### config.mk
export PLATFORM = sky130hd
export DESIGN_NAME = bounded_sorted_priority_queue_flat
export DESIGN_NICKNAME = d
export VERILOG_FILES = /design/src/hw/rtl/bspq_pkg.sv /design/src/hw/rtl/bspq_ifs.sv /design/src/hw/rtl/bspq_cell.sv /design/src/hw/rtl/bounded_sorted_priority_queue.sv /design/src/flat_wrapper.sv
export SDC_FILE = /design/constraint.sdc
export NUM_CORES = 2
export LEC_CHECK = 0
export BUFFER_PORTS_ARGS = -buffer_cell sky130_fd_sc_hd__buf_2
export CORE_MARGIN = 1.5
export CORE_UTILIZATION = 51
export DETAILED_ROUTE_END_ITERATION = 12
export PLACE_DENSITY = 0.67
export SYNTH_ARGS = -nofsm -noshare
export SYNTH_HDL_FRONTEND = slang
export SYNTH_HIERARCHICAL = 1
export SYNTH_SLANG_ARGS = --single-unit
### constraint.sdc
create_clock -name clk -period 16.9 [get_ports clk]
set_input_delay 1.69 -clock clk [delete_from_list [all_inputs] [get_ports clk]]
set_output_delay 1.69 -clock clk [all_outputs]
set_load 0.02 [all_outputs]
### src/hw/rtl/bspq_pkg.sv
package bspq_pkg;

  localparam int CAP_WIDTH   = 5;
  localparam int COUNT_WIDTH = 5;
  localparam int STAT_WIDTH  = 2;
  localparam logic [CAP_WIDTH-1:0] CAP_RESET = 5'd16;

  typedef enum logic {
    OP_ENQ = 1'b0,
    OP_DEQ = 1'b1
  } op_t;

  typedef enum logic [STAT_WIDTH-1:0] {
    ST_DONE      = 2'd0,
    ST_OVERFLOW  = 2'd1,
    ST_UNDERFLOW = 2'd2
  } status_t;

  // per-cycle command broadcast to every cell
  typedef struct packed {
    logic push;
    logic pop;
  } cmd_t;

endpackage

### src/hw/rtl/bspq_ifs.sv
interface bspq_req_if #(
  parameter int VALUE_WIDTH    = 32,
  parameter int PRIORITY_WIDTH = 16
);
  logic                             valid;
  logic                             ready;
  logic                             op;
  logic [VALUE_WIDTH-1:0]           item_value;
  logic signed [PRIORITY_WIDTH-1:0] item_priority;

  modport source (output valid, op, item_value, item_priority, input ready);
  modport sink   (input valid, op, item_value, item_priority, output ready);
endinterface

interface bspq_rsp_if #(
  parameter int VALUE_WIDTH    = 32,
  parameter int PRIORITY_WIDTH = 16
);
  logic                             valid;
  logic                             ready;
  logic [1:0]                       status;
  logic                             head_valid;
  logic [VALUE_WIDTH-1:0]           head_value;
  logic signed [PRIORITY_WIDTH-1:0] head_priority;
  logic                             is_empty;
  logic                             is_full;
  logic [4:0]                       entry_count;

  modport source (output valid, status, head_valid, head_value, head_priority,
                  is_empty, is_full, entry_count, input ready);
  modport sink   (input valid, status, head_valid, head_value, head_priority,
                  is_empty, is_full, entry_count, output ready);
endinterface

### src/hw/rtl/bspq_cell.sv
module bspq_cell #(
  parameter int VW = 32,
  parameter int PW = 16
) (
  input  logic                 clk,
  input  bspq_pkg::cmd_t       cmd,
  input  logic [VW-1:0]        new_value,
  input  logic signed [PW-1:0] new_prio,
  input  logic                 occ,
  input  logic                 prev_keep,
  input  logic [VW-1:0]        prev_value,
  input  logic signed [PW-1:0] prev_prio,
  input  logic [VW-1:0]        next_value,
  input  logic signed [PW-1:0] next_prio,
  output logic                 keep,
  output logic [VW-1:0]        value,
  output logic signed [PW-1:0] prio
);

  logic [VW-1:0]        value_next;
  logic signed [PW-1:0] prio_next;

  // entries at or above the new priority stay put
  assign keep = occ && (prio >= new_prio);

  always_comb begin
    value_next = value;
    prio_next  = prio;
    priority if (cmd.pop) begin
      value_next = next_value;
      prio_next  = next_prio;
    end else if (cmd.push && !keep) begin
      if (prev_keep) begin
        value_next = new_value;
        prio_next  = new_prio;
      end else begin
        value_next = prev_value;
        prio_next  = prev_prio;
      end
    end
  end

  always_ff @(posedge clk) begin
    value <= value_next;
    prio  <= prio_next;
  end

endmodule

### src/hw/rtl/bounded_sorted_priority_queue.sv
// Bounded priority queue, sorted by insertion into a chain of cells.
// req channel: one beat per operation (op 0 enqueue item_value with
// item_priority, op 1 dequeue the head). rsp channel: one beat per req
// beat, in order, giving status and the queue state after the operation
// (head value and priority, empty, full, entry count).
// Every cell compares the new priority with its own in parallel and
// either holds, loads the new entry, or takes its neighbor's entry. The
// rsp beat is valid in the cycle after the req beat is accepted; one
// operation per cycle is sustained while rsp is taken.
// A rsp beat sits in the output register until taken; req.ready stays low
// while it waits, which also freezes the cells.
// cfg_we/cfg_data write the capacity (values above DEPTH act as DEPTH,
// zero means always full). Write it only while the queue is idle.
// Reset (synchronous, rst high) empties the queue, sets capacity to 16
// and drops any pending rsp beat; no clearing pass is needed.
module bounded_sorted_priority_queue #(
  parameter int DEPTH          = 16,
  parameter int VALUE_WIDTH    = 32,
  parameter int PRIORITY_WIDTH = 16
) (
  input  logic                                clk,
  input  logic                                rst,
  input  logic                                cfg_we,
  input  logic [bspq_pkg::CAP_WIDTH-1:0]      cfg_data,
  bspq_req_if.sink                            req,
  bspq_rsp_if.source                          rsp
);

  localparam int CW = $clog2(DEPTH + 1);

  logic [bspq_pkg::CAP_WIDTH-1:0] capacity;
  logic [CW-1:0]                  count;
  logic [CW-1:0]                  count_next;
  logic                           rsp_valid;
  bspq_pkg::status_t              status;
  bspq_pkg::status_t              status_next;
  logic                           fire;
  logic                           full;
  bspq_pkg::cmd_t                 cmd;

  logic [VALUE_WIDTH-1:0]           val  [DEPTH];
  logic signed [PRIORITY_WIDTH-1:0] pri  [DEPTH];
  logic                             keep [DEPTH];

  assign req.ready = !rsp_valid || rsp.ready;
  assign fire      = req.valid && req.ready;

  assign full = (32'(count) >= 32'(capacity)) || (32'(count) >= 32'(DEPTH));

  always_comb begin
    cmd         = '0;
    count_next  = count;
    status_next = bspq_pkg::ST_DONE;
    if (fire) begin
      unique case (bspq_pkg::op_t'(req.op))
        bspq_pkg::OP_ENQ: begin
          if (full) begin
            status_next = bspq_pkg::ST_OVERFLOW;
          end else begin
            cmd.push   = 1'b1;
            count_next = count + CW'(1);
          end
        end
        bspq_pkg::OP_DEQ: begin
          if (count == '0) begin
            status_next = bspq_pkg::ST_UNDERFLOW;
          end else begin
            cmd.pop    = 1'b1;
            count_next = count - CW'(1);
          end
        end
        default: ;
      endcase
    end
  end

  for (genvar i = 0; i < DEPTH; i++) begin : g_cell
    logic                             prev_keep;
    logic [VALUE_WIDTH-1:0]           prev_value;
    logic signed [PRIORITY_WIDTH-1:0] prev_prio;
    logic [VALUE_WIDTH-1:0]           next_value;
    logic signed [PRIORITY_WIDTH-1:0] next_prio;

    if (i == 0) begin : g_first
      assign prev_keep  = 1'b1;
      assign prev_value = '0;
      assign prev_prio  = '0;
    end else begin : g_mid
      assign prev_keep  = keep[i-1];
      assign prev_value = val[i-1];
      assign prev_prio  = pri[i-1];
    end

    if (i == DEPTH - 1) begin : g_last
      assign next_value = '0;
      assign next_prio  = '0;
    end else begin : g_inner
      assign next_value = val[i+1];
      assign next_prio  = pri[i+1];
    end

    bspq_cell #(
      .VW (VALUE_WIDTH),
      .PW (PRIORITY_WIDTH)
    ) u_cell (
      .clk        (clk),
      .cmd        (cmd),
      .new_value  (req.item_value),
      .new_prio   (req.item_priority),
      .occ        (CW'(i) < count),
      .prev_keep  (prev_keep),
      .prev_value (prev_value),
      .prev_prio  (prev_prio),
      .next_value (next_value),
      .next_prio  (next_prio),
      .keep       (keep[i]),
      .value      (val[i]),
      .prio       (pri[i])
    );
  end

  always_ff @(posedge clk) begin
    if (rst) begin
      capacity  <= bspq_pkg::CAP_RESET;
      count     <= '0;
      rsp_valid <= 1'b0;
      status    <= bspq_pkg::ST_DONE;
    end else begin
      if (cfg_we) begin
        capacity <= cfg_data;
      end
      if (fire) begin
        count     <= count_next;
        status    <= status_next;
        rsp_valid <= 1'b1;
      end else if (rsp.ready) begin
        rsp_valid <= 1'b0;
      end
    end
  end

  // state is frozen while a rsp beat waits, so fields read the live queue
  assign rsp.valid         = rsp_valid;
  assign rsp.status        = status;
  assign rsp.head_valid    = (count != '0);
  assign rsp.head_value    = (count != '0) ? val[0] : '0;
  assign rsp.head_priority = (count != '0) ? pri[0] : '0;
  assign rsp.is_empty      = (count == '0);
  assign rsp.is_full       = full;
  assign rsp.entry_count   = bspq_pkg::COUNT_WIDTH'(count);

endmodule

### src/flat_wrapper.sv
// flat-port wrapper written by rule: the top's interface ports become plain ports
module bounded_sorted_priority_queue_flat 
#(
  parameter int DEPTH          = 16,
  parameter int VALUE_WIDTH    = 32,
  parameter int PRIORITY_WIDTH = 16
)
  (clk, rst, cfg_we, cfg_data, req_valid, req_op, req_item_value, req_item_priority, req_ready, rsp_valid, rsp_status, rsp_head_valid, rsp_head_value, rsp_head_priority, rsp_is_empty, rsp_is_full, rsp_entry_count, rsp_ready);
  bspq_req_if #(.VALUE_WIDTH(VALUE_WIDTH), .PRIORITY_WIDTH(PRIORITY_WIDTH)) req_i ();
  bspq_rsp_if #(.VALUE_WIDTH(VALUE_WIDTH), .PRIORITY_WIDTH(PRIORITY_WIDTH)) rsp_i ();
  input  logic clk;
  input  logic rst;
  input  logic cfg_we;
  input  logic [bspq_pkg::CAP_WIDTH-1:0] cfg_data;
  input wire logic [$bits(req_i.valid)-1:0] req_valid;
  input wire logic [$bits(req_i.op)-1:0] req_op;
  input wire logic [$bits(req_i.item_value)-1:0] req_item_value;
  input wire logic [$bits(req_i.item_priority)-1:0] req_item_priority;
  output wire logic [$bits(req_i.ready)-1:0] req_ready;
  output wire logic [$bits(rsp_i.valid)-1:0] rsp_valid;
  output wire logic [$bits(rsp_i.status)-1:0] rsp_status;
  output wire logic [$bits(rsp_i.head_valid)-1:0] rsp_head_valid;
  output wire logic [$bits(rsp_i.head_value)-1:0] rsp_head_value;
  output wire logic [$bits(rsp_i.head_priority)-1:0] rsp_head_priority;
  output wire logic [$bits(rsp_i.is_empty)-1:0] rsp_is_empty;
  output wire logic [$bits(rsp_i.is_full)-1:0] rsp_is_full;
  output wire logic [$bits(rsp_i.entry_count)-1:0] rsp_entry_count;
  input wire logic [$bits(rsp_i.ready)-1:0] rsp_ready;
  assign req_i.valid = req_valid;
  assign req_i.op = req_op;
  assign req_i.item_value = req_item_value;
  assign req_i.item_priority = req_item_priority;
  assign req_ready = req_i.ready;
  assign rsp_valid = rsp_i.valid;
  assign rsp_status = rsp_i.status;
  assign rsp_head_valid = rsp_i.head_valid;
  assign rsp_head_value = rsp_i.head_value;
  assign rsp_head_priority = rsp_i.head_priority;
  assign rsp_is_empty = rsp_i.is_empty;
  assign rsp_is_full = rsp_i.is_full;
  assign rsp_entry_count = rsp_i.entry_count;
  assign rsp_i.ready = rsp_ready;
  bounded_sorted_priority_queue #(.DEPTH(DEPTH), .VALUE_WIDTH(VALUE_WIDTH), .PRIORITY_WIDTH(PRIORITY_WIDTH)) u_core (.clk(clk), .rst(rst), .cfg_we(cfg_we), .cfg_data(cfg_data), .req(req_i), .rsp(rsp_i));
endmodule
After elaboration in Yosys (flattened, before gate mapping)
Index checks and enable logic that the tools add are counted.
Word-level totals
  bits in registers: 781
  output and inout bits: 60
  logic and storage cells: 251
Cells by class
  add/subtract/negate cells: 2
  magnitude comparators: 34
  eq/ne operators: 2
  multiplexer cells: 105
  bitwise operators: 1
  reduce and logical (&&, ||, !) cells: 71
Operators with widths (count)
  two-way mux 32 bit: 46
  two-way mux 16 bit: 46
  >= comparator 16 bit: 16
  < comparator 4 x 5 -> 1 bit, first input constant: 8
  logical AND 1 bit: 33
  nonzero test 2 bit: 16
  < comparator 3 x 5 -> 1 bit, first input constant: 4
  logical NOT 1 bit: 17
  < comparator 1 x 5 -> 1 bit, first input constant: 2
  < comparator 2 x 5 -> 1 bit, first input constant: 2
  two-way mux 5 bit: 2
  one-hot mux 5 bit (2 select lines): 1
  two-way mux 1 bit: 7
  adder 5 x 1 -> 5 bit, second input constant: 1
  >= comparator 5 bit: 1
  >= comparator 5 bit, second input constant: 1
  logical NOT 5 bit: 1
  nonzero test 5 bit: 1
  subtractor 5 x 1 -> 5 bit, second input constant: 1
  two-way mux 2 bit: 2
  inequality test 2 bit, second input constant: 2
  one-hot mux 2 bit (2 select lines): 1
  AND reduction 3 bit: 1
  logical OR 1 bit: 2
  inverter 1 bit: 1

Longest topological paths before layout
  depth in word-level cells: 8
  depth in mapped cells: 12

Hierarchy
Netlist, hierarchy kept.
By module, submodules not included
  bspq_cell (u_core.g_cell[0].u_cell ...): instances 9, cells each 274, area an instance 2921.6 µm², sequential area each 1441.4 µm²
  bspq_cell (u_core.g_cell[4].u_cell ...): instances 6, cells each 279, area an instance 2956.6 µm², sequential area each 1441.4 µm²
  bspq_cell (u_core.g_cell[11].u_cell): instances 1, cells each 278, area an instance 2921.6 µm², sequential area each 1441.4 µm²
  bounded_sorted_priority_queue: instances 1, cells each 169, area an instance 1253.7 µm², sequential area each 260.2 µm²

Least setup slack after synthesis
No wires, ideal clock.
  path kind: input-to-reg
  from: input rsp_ready
  to: register u_core.g_cell[0].u_cell.prio[0] (enable)
  setup time: 0.527 ns
  arrival time: 7.658 ns
  required time: 16.373 ns
  path slack: 8.715 ns
  stages on the path: 5
  path buffers: 0
  path through: nand2b_1 > nand2_1 > nor3_1 > nand3b_1 > o311ai_1
RTL lines
  start: declaration: line flat_wrapper.sv:28  | input wire logic [$bits(rsp_i.ready)-1:0] rsp_ready;
  end signal: assignment: line bspq_cell.sv:45  | prio <= prio_next;
  end: declaration: line bspq_cell.sv:17  | output logic signed [PW-1:0] prio

==> impl_metrics.yaml <==
placed_design:
  port_buffers: 118
  hpwl_um: 78300
  gp_congestion: 0.856
route:
  drtIter0Drc: 3419
  via_count: 34258
  avgViaCountPerCell: 5.72
  wl_um: 117000
  drc_errors: 0
  wl_per_cell_um: 19.5
  dr.pass1.iters: 6
  ant_nets: 0
die:
  die_y_um: 310
  coreArea_um2: 93500
  ios: 119
  initial_utilization_pct: 51.5
  die_area_um2: 96300
  dieWidth_um: 310
  fp-row-count: 112
status:
  status: "completed"
timing:
  final.setup.tns_ns: 0
  fin_skew_ns: 0.0300
  drv_slew: 0
  setup_viol: 0
  finalCritPeriodShare_pct: 34.8
  hold_viol: 0
  clock.fmax_mhz: 170
  maxSlewHeadroom_pct: 22.4
  period_minus_slack_ns: 5.89
  rsz0062_at_grt: "no"
  tightest_slew_ns: 1.16
global_routing:
  track_usage_pct: 24.0
  grt_pass1_wl_um: 184000
  antenna_found_initial: 2
  grt_pass1_vias: 32140
  gr-total-overflow: 0
  grt_max_degree: 281
cts:
  cts_resized: 0
  htree_levels: 3
  path_clk_slew_ns: 0.06
  postCtsHoldBufs: 0
  clock_sinks: 781
  clock_latency_ns: 0.66
  clockBufferDepth: 3
  cts_setup_buffers: 0
  cts_inserted_buffers: 87
  cts_tree: "built"
  cts-root-buf: "clkbuf_16"
worst_setup_path:
  worst_setup_path_end_kind: "register"
  path_class: "in2reg"
  r2r_start: "u_core/rsp.entry_count[1]"
  r2r_cells: 10
  reg2reg_to: "u_core/g_cell[3].u_cell/value[18]"
  startpoint_type: "primary input"
  cp.arrival_ns: 6.18
  required_ns: 17.19
  reg2reg_slack_ns: 11.26
  critPathMaxFanout: 100
pwr:
  clock_power_share_pct: 22.8
  switching_share_pct: 36.0
  p_leak_nw: 18.6
  p_int_mw: 5.10
  pwr-share-seq_pct: 44.3
  switchingPower_mw: 2.87
  power.total_mw: 7.97
  irDropWorstVdd_mv: 0.135
  combinationalPowerShare_pct: 32.9
  power_density_nw_per_um2: 151
flow_run:
  drv_cap: 0
synthesis:
  syn_area_per_cell_um2: 10.5
  syn_inst: 4584
  synth_area_um2: 48200
  ys.warnings.count: 6
layout:
  fin_nets: 4987
  area_growth_pct: 9.62
  drive_gt1_share_pct: 8.65
worst_hold_path:
  hp-class: "reg2reg"
  min_from: "u_core/capacity[0]"
  hold_end: "u_core/capacity[0]"
  holdPathStages: 2
-- final cells by class --
| type | count | area, um2 |
|---|---|---|
| fillers | 8099 | 40700 |
| flip-flops and latches | 781 | 23300 |
| multi-input cells | 3308 | 23000 |
| clock buffers | 113 | 2340 |
| well taps | 1254 | 1570 |
| inverters | 306 | 1150 |
| repair buffers | 180 | 1070 |
| clock inverters | 42 | 342 |
| diodes | 2 | 5.00 |
-- critical path, stage by stage --
cell      delay (ns)
buf_2           0.07
nand2b_1        0.13
and2_1          0.19
and3_4          0.64
buf_4           0.76
buf_4           0.74
buf_4           0.83
a21oi_1         0.16
o311ai_4        0.18
buf_4           0.59
-- worst max-delay path by stage --
stage,startpoint,slack (ns),endpoint,cells past startpoint
finish,rsp_ready,11.01,u_core/g_cell[3].u_cell/value[18],10
global route,rsp_ready,10.67,u_core/g_cell[3].u_cell/value[27],9
CTS,rsp_ready,11.11,u_core/g_cell[3].u_cell/value[18],10
detailed placement,rsp_ready,10.39,u_core/g_cell[3].u_cell/value[14],10
global placement,rsp_ready,10.45,u_core/g_cell[3].u_cell/value[14],10
floorplan,rsp_ready,8.71,u_core/g_cell[15].u_cell/prio[0],5
-- per-stage QoR --
step / std cells / utilization, % / area (um2) / worst slack, ns / hold slack [ns]
after global routing: 5986 / 56.5 / 52800 / 10.67 / 0.523
after global placement: 5829 / 53.6 / 50100 / 10.45 / 0.477
after CTS: 5984 / 56.5 / 52800 / 11.11 / 0.503
final: 5986 / 56.5 / 52800 / 11.01 / 0.505
after floorplan: 4679 / - / 48500 / 8.71 / 0.459
after detailed placement: 5829 / 53.6 / 50100 / 10.39 / 0.486
-- registers in the layout (all words and copies together), names as in the netlist --
register and flops:
u_core/g_cell.u_cell/value 512, u_core/g_cell.u_cell/prio 256, u_core/capacity 5, u_core/rsp.entry_count 5
u_core/rsp.status 2, u_core/rsp.valid 1
-- per-layer routing --
layer / part of all wire, % / vias to the layer above / GRT usage (%) / routed length [um]
met2: 43 / 1063 / 35.4 / 49700
met4: 1.4 / 0 / 5.16 / 1670
li1: - / 16620 / - / -
met1: 50 / 16473 / 38.0 / 58700
met3: 5.8 / 102 / 2.34 / 6720
met5: 0 / - / 0 / 0
-- cell usage in the layout (no fill, tap or decap), types with 22 or more instances in the layout --
master	count
a21o_1	34
a21oi_1	116
buf_2	118
buf_4	61
clkbuf_16	88
conb_1	97
edfxtp_1	768
ha_1	264
inv_1	305
mux2i_1	772
nand2_1	835
nand4_1	22
nand4_2	25
nor2_1	48
nor2b_1	60
o21ai_0	583
o21ai_1	225
-- power by group through the flow --
stage	sequential [mW]	clock, mW	combinational, mW
CTS	3.52	1.85	2.62
global route	3.60	1.92	2.92
detailed placement	3.55	0	2.61
global placement	3.55	0	2.52
floorplan	3.42	0	1.99
finish	3.53	1.82	2.62
(Power assumes the default switching activity.)
